### config.mk
export PLATFORM = sky130hd
export DESIGN_NAME = three_counter_interval_timer_top
export DESIGN_NICKNAME = d
export VERILOG_FILES = /design/src/hw/rtl/tci_pkg.sv /design/src/hw/rtl/tci_counter.sv /design/src/hw/rtl/three_counter_interval_timer_top.sv
export SDC_FILE = /design/constraint.sdc
export NUM_CORES = 1
export LEC_CHECK = 0
export BUFFER_PORTS_ARGS = -buffer_cell sky130_fd_sc_hd__buf_2
export CORE_AREA = 2 2 110 112
export DETAILED_ROUTE_END_ITERATION = 12
export DIE_AREA = 0 0 112 114
export PLACE_DENSITY_LB_ADDON = 0.2
export SYNTH_ARGS = -nofsm -noshare
export SYNTH_HDL_FRONTEND = slang
export SYNTH_SLANG_ARGS = --single-unit
export TNS_END_PERCENT = 50
### constraint.sdc
create_clock -name clk -period 6.78 [get_ports clk]
set_input_delay 0.339 -clock clk [delete_from_list [all_inputs] [get_ports clk]]
set_output_delay 0.339 -clock clk [all_outputs]
set_load 0.02 [all_outputs]
### src/hw/rtl/tci_pkg.sv
package tci_pkg;

	localparam int NUM_TIMERS_DEF = 3;
	localparam int MAX_TIMERS     = 3;

	typedef enum logic [1:0] {
		ACT_TICK    = 2'd0,
		ACT_CTRL_WR = 2'd1,
		ACT_CNT_WR  = 2'd2,
		ACT_CNT_RD  = 2'd3
	} action_t;

	typedef enum logic [1:0] {
		ACC_WHOLE = 2'd0,
		ACC_LOW   = 2'd1,
		ACC_HIGH  = 2'd2,
		ACC_ALT   = 2'd3
	} access_t;

	localparam logic [2:0] CM_ONESHOT = 3'd0;
	localparam logic [2:0] CM_RETRIG  = 3'd1;
	localparam logic [2:0] CM_RATE    = 3'd2;
	localparam logic [2:0] CM_SQUARE  = 3'd3;

	// per-counter strobes for the item being retired this cycle
	typedef struct packed {
		logic       tick;
		logic       ctrl_wr;
		logic       cnt_wr;
		logic       cnt_rd;
		logic [7:0] data;
	} cmd_t;

endpackage

### src/hw/rtl/tci_counter.sv
module tci_counter (
	input  logic             clk,
	input  logic             arst_n,
	input  tci_pkg::cmd_t    cmd,
	output logic [7:0]       rd_byte,
	output logic             event_hit
);
	import tci_pkg::*;

	logic [15:0] reload_q;
	logic [15:0] work_q;
	logic [1:0]  acc_q;
	logic [2:0]  cm_q;
	logic        bcd_q;
	logic        tog_q;

	logic        tog_n;
	logic [15:0] wr_val;
	logic [15:0] work_dec;
	logic [15:0] work_next;
	logic [7:0]  rd_sel;

	assign tog_n    = ~tog_q;
	assign work_dec = work_q - 16'd1;

	always_comb begin
		case (acc_q)
			ACC_LOW:  wr_val = {reload_q[15:8], cmd.data};
			ACC_HIGH: wr_val = {cmd.data, reload_q[7:0]};
			ACC_ALT:  wr_val = tog_n ? {cmd.data, reload_q[7:0]} : {reload_q[15:8], cmd.data};
			default:  wr_val = {8'h00, cmd.data};
		endcase
	end

	always_comb begin
		case (acc_q)
			ACC_HIGH: rd_sel = reload_q[15:8];
			ACC_ALT:  rd_sel = tog_n ? reload_q[15:8] : reload_q[7:0];
			default:  rd_sel = reload_q[7:0];
		endcase
	end

	assign rd_byte = cmd.cnt_rd ? rd_sel : 8'h00;

	always_comb begin
		work_next = work_q;
		event_hit = 1'b0;
		case (cm_q)
			CM_ONESHOT: begin
				if (work_q != 16'd0) begin
					work_next = work_dec;
					event_hit = (work_dec == 16'd0);
				end
			end
			CM_RETRIG, CM_SQUARE: begin
				if (work_dec == 16'd0) begin
					event_hit = 1'b1;
					work_next = reload_q;
				end else begin
					work_next = work_dec;
				end
			end
			CM_RATE: begin
				if (work_dec == 16'd1) begin
					event_hit = 1'b1;
					work_next = reload_q;
				end else begin
					work_next = work_dec;
				end
			end
			default: begin
				work_next = work_q;
			end
		endcase
		event_hit = event_hit & cmd.tick;
	end

	always_ff @(posedge clk or negedge arst_n) begin
		if (!arst_n) begin
			reload_q <= '0;
			work_q   <= '0;
			acc_q    <= '0;
			cm_q     <= '0;
			bcd_q    <= 1'b0;
			tog_q    <= 1'b0;
		end else begin
			if (cmd.tick) begin
				work_q <= work_next;
				// retrigger mode parks the readback value at zero
				if (!(cm_q == CM_RETRIG && reload_q == 16'd0))
					reload_q <= reload_q - 16'd1;
			end
			if (cmd.ctrl_wr) begin
				acc_q <= cmd.data[5:4];
				cm_q  <= cmd.data[3:1];
				bcd_q <= cmd.data[0];
				tog_q <= 1'b1;
			end
			if (cmd.cnt_wr) begin
				reload_q <= wr_val;
				work_q   <= wr_val;
				if (acc_q == ACC_ALT)
					tog_q <= tog_n;
			end
			if (cmd.cnt_rd && acc_q == ACC_ALT)
				tog_q <= tog_n;
			// BCD flag is held for completeness; counting is binary
			if (bcd_q && 1'b0)
				tog_q <= tog_q;
		end
	end

endmodule

### src/hw/rtl/three_counter_interval_timer_top.sv
// channel   dir  fields (tdata, low bit first)
// s_axis    in   action[1:0], counter_sel[3:2], data[11:4], zero[15:12]
// m_axis    out  read_data[7:0], irq[8], zero[15:9]
//
// One item per cycle while the output is not stalled: an item waits in the input register,
// then its counter updates and its result are committed together into the output register.
// Result valid rises when the item moves from the input register into the output register;
// the output handshake is then taken from the output register.
// Reset clears all counter state and the valid flags of the input and output registers.
// A stalled output holds its result; the input register keeps taking items
// as long as the output register can move.
module three_counter_interval_timer_top #(
	parameter int NUM_TIMERS = tci_pkg::NUM_TIMERS_DEF
) (
	input  logic        clk,
	input  logic        arst_n,
	input  logic        s_axis_tvalid,
	output logic        s_axis_tready,
	input  logic [15:0] s_axis_tdata,  // action[1:0], counter_sel[3:2], data[11:4]
	output logic        m_axis_tvalid,
	input  logic        m_axis_tready,
	output logic [15:0] m_axis_tdata   // read_data[7:0], irq[8]
);
	import tci_pkg::*;

	logic       valid_s1;
	logic [1:0] action_s1;
	logic [1:0] sel_s1;
	logic [7:0] data_s1;

	logic       out_valid_q;
	logic [7:0] read_data_q;
	logic       irq_q;

	logic       advance;
	logic [7:0] rd_or;
	logic [NUM_TIMERS-1:0] ev_v;
	logic [7:0] rd_v [NUM_TIMERS];

	assign advance       = valid_s1 && (!out_valid_q || m_axis_tready);
	assign s_axis_tready = !valid_s1 || advance;

	always_ff @(posedge clk or negedge arst_n) begin
		if (!arst_n) begin
			valid_s1 <= 1'b0;
		end else if (s_axis_tready) begin
			valid_s1 <= s_axis_tvalid;
		end
	end

	always_ff @(posedge clk) begin
		if (s_axis_tready && s_axis_tvalid) begin
			action_s1 <= s_axis_tdata[1:0];
			sel_s1    <= s_axis_tdata[3:2];
			data_s1   <= s_axis_tdata[11:4];
		end
	end

	for (genvar i = 0; i < NUM_TIMERS; i++) begin : g_cnt
		cmd_t cmd;
		always_comb begin
			cmd.tick    = advance && action_s1 == ACT_TICK;
			cmd.ctrl_wr = advance && action_s1 == ACT_CTRL_WR && data_s1[7:6] == 2'(i);
			cmd.cnt_wr  = advance && action_s1 == ACT_CNT_WR && sel_s1 == 2'(i);
			cmd.cnt_rd  = advance && action_s1 == ACT_CNT_RD && sel_s1 == 2'(i);
			cmd.data    = data_s1;
		end
		tci_counter u_cnt (
			.clk       (clk),
			.arst_n    (arst_n),
			.cmd       (cmd),
			.rd_byte   (rd_v[i]),
			.event_hit (ev_v[i])
		);
	end

	// only the addressed lane drives a nonzero byte
	always_comb begin
		rd_or = 8'h00;
		for (int i = 0; i < NUM_TIMERS; i++)
			rd_or = rd_or | rd_v[i];
	end

	always_ff @(posedge clk or negedge arst_n) begin
		if (!arst_n) begin
			out_valid_q <= 1'b0;
		end else if (advance) begin
			out_valid_q <= 1'b1;
		end else if (m_axis_tready) begin
			out_valid_q <= 1'b0;
		end
	end

	always_ff @(posedge clk) begin
		if (advance) begin
			read_data_q <= rd_or;
			irq_q       <= ev_v[0];
		end
	end

	assign m_axis_tvalid = out_valid_q;
	assign m_axis_tdata  = {7'b0, irq_q, read_data_q};

endmodule
Word level (Yosys, flattened, before mapping):

Index checks and enable logic that the tools add are counted.

* register bits: 105
* logic and storage cells: 160
* input bits: 20

* eq/ne operators: 34
* reductions and logical operators: 46
* add/subtract/negate cells: 4
* bitwise operators: 6
* muxes and demuxes: 48

Operators by type and width (number)
* $mux W16: 17
* $pmux W16 S3: 4
* $logic_not A16 Y1: 4
* $sub A16 B1 Y16 const B: 4
* $mux W8: 6
* $pmux W8 S2: 3
* $logic_and A1 B1 Y1: 21
* $eq A2 B2 Y1 const B: 10
* $mux W1: 17
* $eq A16 B1 Y1 const B: 1
* $or A8 B8 Y8: 2
* $reduce_and A4 Y1: 4
* $reduce_bool A16 Y1: 1
* $ne A2 B2 Y1 const B: 7
* $eq A2 B1 Y1 const B: 6
* $eq A3 B1 Y1 const B: 3
* $ne A3 B2 Y1 const B: 3
* $reduce_bool A2 Y1: 4
* $eq A3 B2 Y1 const B: 2
* $logic_not A2 Y1: 3
* $ne A3 B3 Y1 const B: 2
* $reduce_bool A4 Y1: 1
* $logic_not A3 Y1: 1
* $not A1 Y1: 3
* other kinds (7): 9

Longest topological paths before layout:

Gate-level depths: netlist (run 1).

* depth after elaboration: 9
* depth in mapped cells: 10
* gate-level depth less buffers: 8

Modules after synthesis:

A second synthesis (run 1) with hierarchy kept.

* cells, all modules: 1148
* area, all modules: 9955.8 µm²

By module, submodules not included
* tci_counter (g_cnt[1].u_cnt ...): times used 2, cells each 346, seq. area each 950.9 µm², area each 2935.3 µm²
* tci_counter (g_cnt[0].u_cnt): times used 1, cells each 387, seq. area each 950.9 µm², area each 3091.7 µm²
* three_counter_interval_timer_top: times used 1, cells each 69, seq. area each 680.7 µm², area each 993.5 µm²

Worst setup path after synthesis (run 1):

OpenSTA, ideal clock, no wires.

* kind: register -> register
* start: register g_cnt[0].u_cnt.work_q[0]
* end: register g_cnt[0].u_cnt.work_q[4]
* setup time: 131 ps
* buffers on the path: 0
* arrival time: 2647 ps
* required time: 6649 ps
* stages on the path, launching flop included: 9
* path slack: 4002 ps
* cells stage by stage: dfrtp_1 > inv_1 > ha_1 > or4b_4 > or4_4 > o211a_4 > mux2i_1 > nor3_1 > or3_1

* cells in the longest elaborated chain, start to end: 6
* elaborated cells between the ends (all ways): 12
* those cells by class: add/sub (1); eq/ne (2); mux (6); reduce/logical (3)

RTL lines
* start, declared: RTL line tci_counter.sv:11 `logic [15:0] work_q;`
* start signal, assigned: RTL line tci_counter.sv:88 `work_q <= work_next;`
* start signal, assigned: RTL line tci_counter.sv:101 `work_q <= wr_val;`
* $sub A16 B1 Y16: RTL line tci_counter.sv:24 `assign work_dec = work_q - 16'd1;`
* $eq A16 B1 Y1 or $logic_not A16 Y1 (tied branches): RTL line tci_counter.sv:64, tci_counter.sv:56
* $mux W16, on equally long branches: RTL line tci_counter.sv:64, tci_counter.sv:56
* $pmux W16 S3: RTL line tci_counter.sv:48 `case (cm_q)`
* $mux W16: RTL line tci_counter.sv:87 `if (cmd.tick) begin`
* $mux W16: RTL line tci_counter.sv:99 `if (cmd.cnt_wr) begin`

Parallel ways exist; a longest one is shown, timed or not. The select of a mux whose other input is x is not followed.
A chain may end at the register's enable or synchronous reset.

Final worst setup path (run 1):

* start: register g_cnt[0].u_cnt.work_q[0]
* end: register g_cnt[0].u_cnt.work_q[1]

Same word-level chain as after synthesis.

==> impl_metrics.yaml, run 1 <==
run_status:
  status: "complete, no violations"
sta:
  worst_clock_skew_ns: 0.00843
  period_share: 0.483
  slew_headroom: 0.229
  fin_crit_ns: 3.27
  finalHoldViolations: 0
  rsz0062_at_grt: "false"
  tightest_slew_ns: 1.15
  max_freq_mhz: 306
  setup_tns_ns: 0
  report.final.slew_viol_count: 0
  setup_viol: 0
floorplanning:
  coreArea_um2: 11700
  die_area_um2: 12800
  initial_core_util: 0.554
  std_cell_rows: 40
  ios: 38
  die_x_um: 112
  die_y_um: 114
worst_setup_path:
  critical_path_class: "flip-flop to flip-flop"
  crit_path_cell_trace: "inv_1 -> ha_1 -> or4b_4 -> or4b_1 -> a21oi_1 -> o2111a_1 -> mux2_2 -> a21oi_1"
  cp.arrival_ns: 3.56
  worst-r2r-setup-slack_ns: 3.51
  crit_family: "simple AND/OR/NAND/NOR gates"
  crit_path_start: "g_cnt[0].u_cnt.work_q[0]"
  crit_required_ns: 7.07
  reg2reg_to: "g_cnt[0].u_cnt.work_q[1]"
  cpMostUsedCell: "a21oi_1"
  end_kind: "flip-flop"
  cp_slowest_stage_delay_ns: 0.56
  cp-start-kind: "flip-flop"
  worstSetupPathDepth: 8
  cp_num_buf_inv: 1
  crit_slowest_cell: "o2111a_1"
  crit_end: "g_cnt[0].u_cnt.work_q[1]"
  ff2ff_path_depth: 8
  critPathMaxFanout: 13
  crit-reg2reg-launch: "g_cnt[0].u_cnt.work_q[0]"
clock_network:
  cts_buffers: 9
  cts.clk_slew.worst_paths_ns: 0.07
  cts.sinks: 105
  cts_tree: "yes"
  clk_path_buf_depth: 2
  cts_setup_buffers: 0
  clock_latency_ns: 0.36
  post_cts_resized: 0
  holdBufCountCts: 1
  root_buffer: "clkbuf_16"
  htreeDepth: 3
global_routing:
  overflow: 0
  grt_max_degree: 47
  grt_use_total: 0.298
  grt_pass1_vias: 5618
  antenna_found_initial: 0
  grt_pass1_wl_um: 29700
power:
  vdd_drop_max_uv: 244
  power_leakage_nw: 2.69
  power.density_nw_per_um2: 337
synthesis:
  synthTopCellsByArea: "dfrtp_1 (32%), edfxtp_1 (9.7%), nand2_1 (5.4%), nor2_1 (3.9%), a21oi_1 (3.5%)"
  synthCells: 740
  synth_edf_count: 21
  synthArstFlopShare: 0.800
  ys_seq_elements: 105
  yosysSeqAreaShare: 0.421
  yosysUniqueCellTypes: 72
  synth_ff_type: "dfrtp_1"
  syn_avg_cell_area_um2: 8.76
  syn_area_um2: 6480
  yosys.area.top_type: "dfrtp_1"
  yosysTopAreaCellShare: 0.324
  synth_warnings: 0
route:
  first_pass_iters: 5
  post_drt_wl_per_cell_um: 21.1
  wl_um: 18700
  drt_iter0_drc: 764
  viasPerCell: 6.79
  num_vias: 6026
  detail-route-antenna-nets: 0
  drc: 0
finish:
  layout-drive-gt1-share: 0.101
  num-nets-final: 762
  syn2layout_area_growth_pct: 6.64
  postLayoutCellArea_um2: 6920
  n_antenna_cell: 0
place:
  hpwlAfterDp_um: 12900
  gp_congestion: 0.981
  place_area_um2: 6620
  portBuffers: 26
flow_run:
  maxCapViolCount: 0
min_path:
  hold_path.class: "input pin to flip-flop"
==> cell usage after synthesis (4+ instances only) <==
cell type	instances
or3_1	5
nand4_1	6
xor2_1	5
buf_1	10
o221ai_1	11
a32oi_1	4
o21ai_0	33
dfrtp_1	84
nor3_1	28
o31a_1	5
o211ai_1	11
inv_1	20
nand3_1	32
nor2_1	67
a221oi_1	5
buf_4	9
a22oi_1	9
or4_1	10
o22a_1	8
o22ai_1	12
nor4_1	13
and3_1	8
and2_1	6
a211oi_1	10
ha_1	6
a31oi_1	18
o311ai_0	7
buf_2	4
o21a_1	7
xnor2_1	5
nand2b_1	5
mux2_2	15
o31ai_1	4
clkbuf_1	28
a21oi_1	45
mux2i_1	15
nand2_1	94
edfxtp_1	21
nor2b_1	5
==> area by class of cell <==
cell class | instances | area (um2)
tap | 147 | 184
inverter | 20 | 75.1
sequential | 105 | 2730
clock inverter | 5 | 56.3
fill | 1036 | 4800
multi-input combinational | 567 | 3450
timing repair buffer | 33 | 188
clock buffer | 11 | 233
==> metrics by stage <==
step | setup slack, ns | util | power (W) | instances | hold WS [ns]
finish | 3.51 | 0.590 | 0.00233 | 888 | 0.149
global route | 3.42 | 0.590 | 0.00246 | 888 | 0.138
CTS | 3.56 | 0.590 | 0.00231 | 888 | 0.140
detailed placement | 3.56 | 0.565 | 0.00178 | 871 | 0.359
global placement | 3.62 | 0.565 | 0.00176 | 871 | 0.347
floorplan | 4.00 | - | 0.00156 | 746 | 0.0434
==> cell families after synthesis <==
logic type                 count (synthesis)  synth area share
AOI/OAI and AO/OA                        214             0.225
xor gates and xnor gates                  10            0.0135
adders and majority gates                  6            0.0116
buffers and inverters                     74            0.0523
DFF                                      105             0.421
muxes                                     30            0.0492
other                                      1          0.000578
and+or+nand+nor                          300             0.226
==> worst min-delay path by stage <==
stage,start,end,slack (ns),cells after the start
floorplan,arst_n,g_cnt[0].u_cnt.acc_q[0],0.04,0
global placement,arst_n,g_cnt[2].u_cnt.reload_q[7],0.35,1
detailed placement,arst_n,g_cnt[2].u_cnt.reload_q[7],0.36,1
CTS,s_axis_tdata[6],data_s1[2],0.14,1
global route,s_axis_tdata[9],data_s1[5],0.14,1
finish,s_axis_tdata[7],data_s1[3],0.15,1
==> report_power, final <==
group          switching [W]  leakage (nW)  internal [W]
clock network       0.000239         0.140      0.000287
logic               0.000424          1.31      0.000293
registers           0.000275          1.24      0.000812
total               0.000938          2.69       0.00139
==> flip-flops by register name, summed over array words and instances, names as in the netlist <==
name	count
m_axis_tvalid	1
g_cnt.u_cnt.tog_q	3
g_cnt.u_cnt.acc_q	6
valid_s1	1
data_s1	8
g_cnt.u_cnt.work_q	16
action_s1	2
g_cnt.u_cnt.reload_q	48
irq_q	1
g_cnt.u_cnt.cm_q	9
sel_s1	2
read_data_q	8
==> routing by layer <==
metal | global-route usage | vias up | wire (um)
li1 | - | 2760 | -
met1 | 0.378 | 2849 | 7490
met2 | 0.475 | 344 | 8650
met3 | 0.0728 | 73 | 1690
met4 | 0.158 | 0 | 899
met5 | 0 | - | 0
==> cell usage in the layout (no fill, tap or decap), drive strengths merged, types with 9 or more instances in the layout <==
cell	n
nor3	29
o211ai	11
or4	11
nor2	67
nor4	13
edfxtp	21
nand3	32
o221ai	11
o21ai	35
a31oi	18
o22ai	12
inv	21
a21oi	46
a22oi	9
mux2	15
buf	32
dfrtp	84
mux2i	15
nand2	94
clkbuf	11
a211oi	10
No activity file was read; power rests on OpenSTA's default activity.
==> run 2: changes to the inputs <==
==> constraint.sdc (replaced) <==
create_clock -name clk -period 3.4 [get_ports clk]
set_input_delay 0.17 -clock clk [delete_from_list [all_inputs] [get_ports clk]]
set_output_delay 0.17 -clock clk [all_outputs]
set_load 0.02 [all_outputs]
==> run 2 against run 1 <==
  * Core utilization increased by 1.2 points
  * Final cell count rose by 1.9%
  * Fmax grew 8.4%
  * Wire length increased by 1.0%
  * Flip-flop and latch count stayed put
  * The run now ends with hold timing left
  * Sequential share of layout area is 0.80 points lower
  * Global-route usage grew 0.26 points
  * Worst hold slack lost 0.19 ns
==> impl_metrics.yaml, run 2 (synthesis gave the netlist of run 1 again) <==
clock_network:
  cts_buffers: 9
  root_buffer: "clkbuf_16"
  clk_path_buf_depth: 2
  cts.clk_slew.worst_paths_ns: 0.08
  clock_latency_ns: 0.36
  cts_tree: "yes"
  htreeDepth: 3
  cts.sinks: 105
  cts_setup_buffers: 0
finish:
  largest_reg_flops: 48
  largestRegisters: "g_cnt.u_cnt.reload_q (48), g_cnt.u_cnt.work_q (16), g_cnt.u_cnt.cm_q (9)"
  regMostFlops: "g_cnt.u_cnt.reload_q"
  n_antenna_cell: 0
  multi_input_area_um2: 3450
  layout-drive-gt1-share: 0.107
  fin_util: 0.603
  nFillCells: 1003
  num-nets-final: 779
  layout_common_cells: "nand2_1 (94), dfrtp_1 (84), nor2_1 (67), a21oi_1 (45), o21ai_0 (33)"
  syn2layout_area_growth_pct: 8.84
  regArea_um2: 2730
  final_common_cell: "nand2_1"
sta:
  fin_crit_ns: 3.02
  period_share: 0.888
  tightest_slew_ns: 1.11
  hold_ws_ns: -0.0366
  rsz0062_at_grt: "false"
  slew_headroom: 0.263
  worst_clock_skew_ns: 0.0116
  finalHoldViolations: 11
  report.final.slew_viol_count: 0
  setup_tns_ns: 0
  max_freq_mhz: 331
  fin_ws_ns: 0.382
  setup_viol: 0
route:
  met3_length_um: 1590
  detail-route-antenna-nets: 0
  num_vias: 6092
  first_pass_iters: 6
  drt_iter0_drc: 795
  drt-met1-wl_um: 7680
  post_drt_wl_per_cell_um: 20.9
  wl_met2_um: 8570
  top_layer_used: "met4"
  viasPerCell: 6.73
  drc: 0
  wl_um: 18900
worst_setup_path:
  critPathMaxFanout: 22
  crit_path_start: "g_cnt[0].u_cnt.work_q[0]"
  end_kind: "flip-flop"
  cp-start-kind: "flip-flop"
  crit_end: "g_cnt[0].u_cnt.work_q[4]"
  worst-r2r-setup-slack_ns: 0.38
  critical_path_class: "flip-flop to flip-flop"
  cp.arrival_ns: 3.25
  crit_required_ns: 3.63
  ff2ff_path_depth: 8
  reg2reg_to: "g_cnt[0].u_cnt.work_q[4]"
  crit-reg2reg-launch: "g_cnt[0].u_cnt.work_q[0]"
floorplanning:
  die_area_um2: 12800
  initial_core_util: 0.554
  std_cell_rows: 40
  die_y_um: 114
  die_x_um: 112
  coreArea_um2: 11700
  ios: 38
place:
  portBuffers: 26
  hpwlAfterDp_um: 13000
  gp_congestion: 0.967
  place_ws_ns: 0.438
power:
  power.density_nw_per_um2: 655
  power_leakage_nw: 2.76
  vdd_drop_max_uv: 645
global_routing:
  grt_use_total: 0.300
  antenna_found_initial: 0
  grt_max_degree: 85
  grt_pass1_wl_um: 29700
  overflow: 0
  grt_pass1_vias: 5627
run_status:
  status: "finished with violations"
  violations: "hold timing"
min_path:
  hold_path.class: "input pin to asynchronous set/reset pin"
flow_run:
  maxCapViolCount: 0
## run 2: changes by cell type in the layout (fill, tap and decap cells not counted)
cell,before,now
clkinv_4,0,2
dlygate4sd3_1,1,12
inv_6,1,0
buf_4,7,13
clkbuf_8,0,1
bufinv_16,1,0
clkinv_2,2,1
## run 2: power breakdown
part	switching [W]	internal, W
Combinational	0.000844	0.000603
Clock	0.000483	0.000520
Sequential	0.000551	0.00162
Total	0.00188	0.00274
## run 2: through the flow
step	power, W	instances	instance area, um2
6_report	0.00462	905	7060
5_1_grt	0.00487	905	7060
4_1_cts	0.00459	905	7060
3_5_place_dp	0.00357	877	6660
3_3_place_gp	0.00352	877	6660
2_1_floorplan	0.00311	746	6510
## run 2: metal layers
layer,global-route usage,vias up
met3,0.0728,78
met5,0,-
li1,-,2789
met2,0.462,323
met1,0.389,2902
met4,0.178,0
## run 2: what timing repair did
action | 4_1_cts | 5_1_grt
resized for setup | 0 | 0
hold endpoints to repair | 12 | 0
hold buffers | 12 | 0
## run 2: area by class of cell
type                       count  area share
multi-input combinational    567       0.488
timing repair buffer          50      0.0486
tap                          147      0.0261
clock buffer                  12      0.0349
inverter                      20      0.0106
clock inverter                 4     0.00425
sequential                   105       0.387
## run 2: worst min path at each step
stage,from,to
4_1_cts,s_axis_tvalid,valid_s1
6_report,arst_n,g_cnt[2].u_cnt.reload_q[8]
2_1_floorplan,arst_n,g_cnt[0].u_cnt.acc_q[0]
5_1_grt,s_axis_tvalid,valid_s1
3_5_place_dp,s_axis_tdata[1],action_s1[1]
3_3_place_gp,s_axis_tdata[8],data_s1[4]
## run 2: worst max-delay path, cell delays in order, from the launching register on
cell and delay (ns):
dfrtp_1 0.44, inv_1 0.13, ha_1 0.18, or4b_4 0.52
or4_4 0.56, o211a_4 0.35, mux2i_1 0.25, nor3_1 0.08
or3_1 0.39
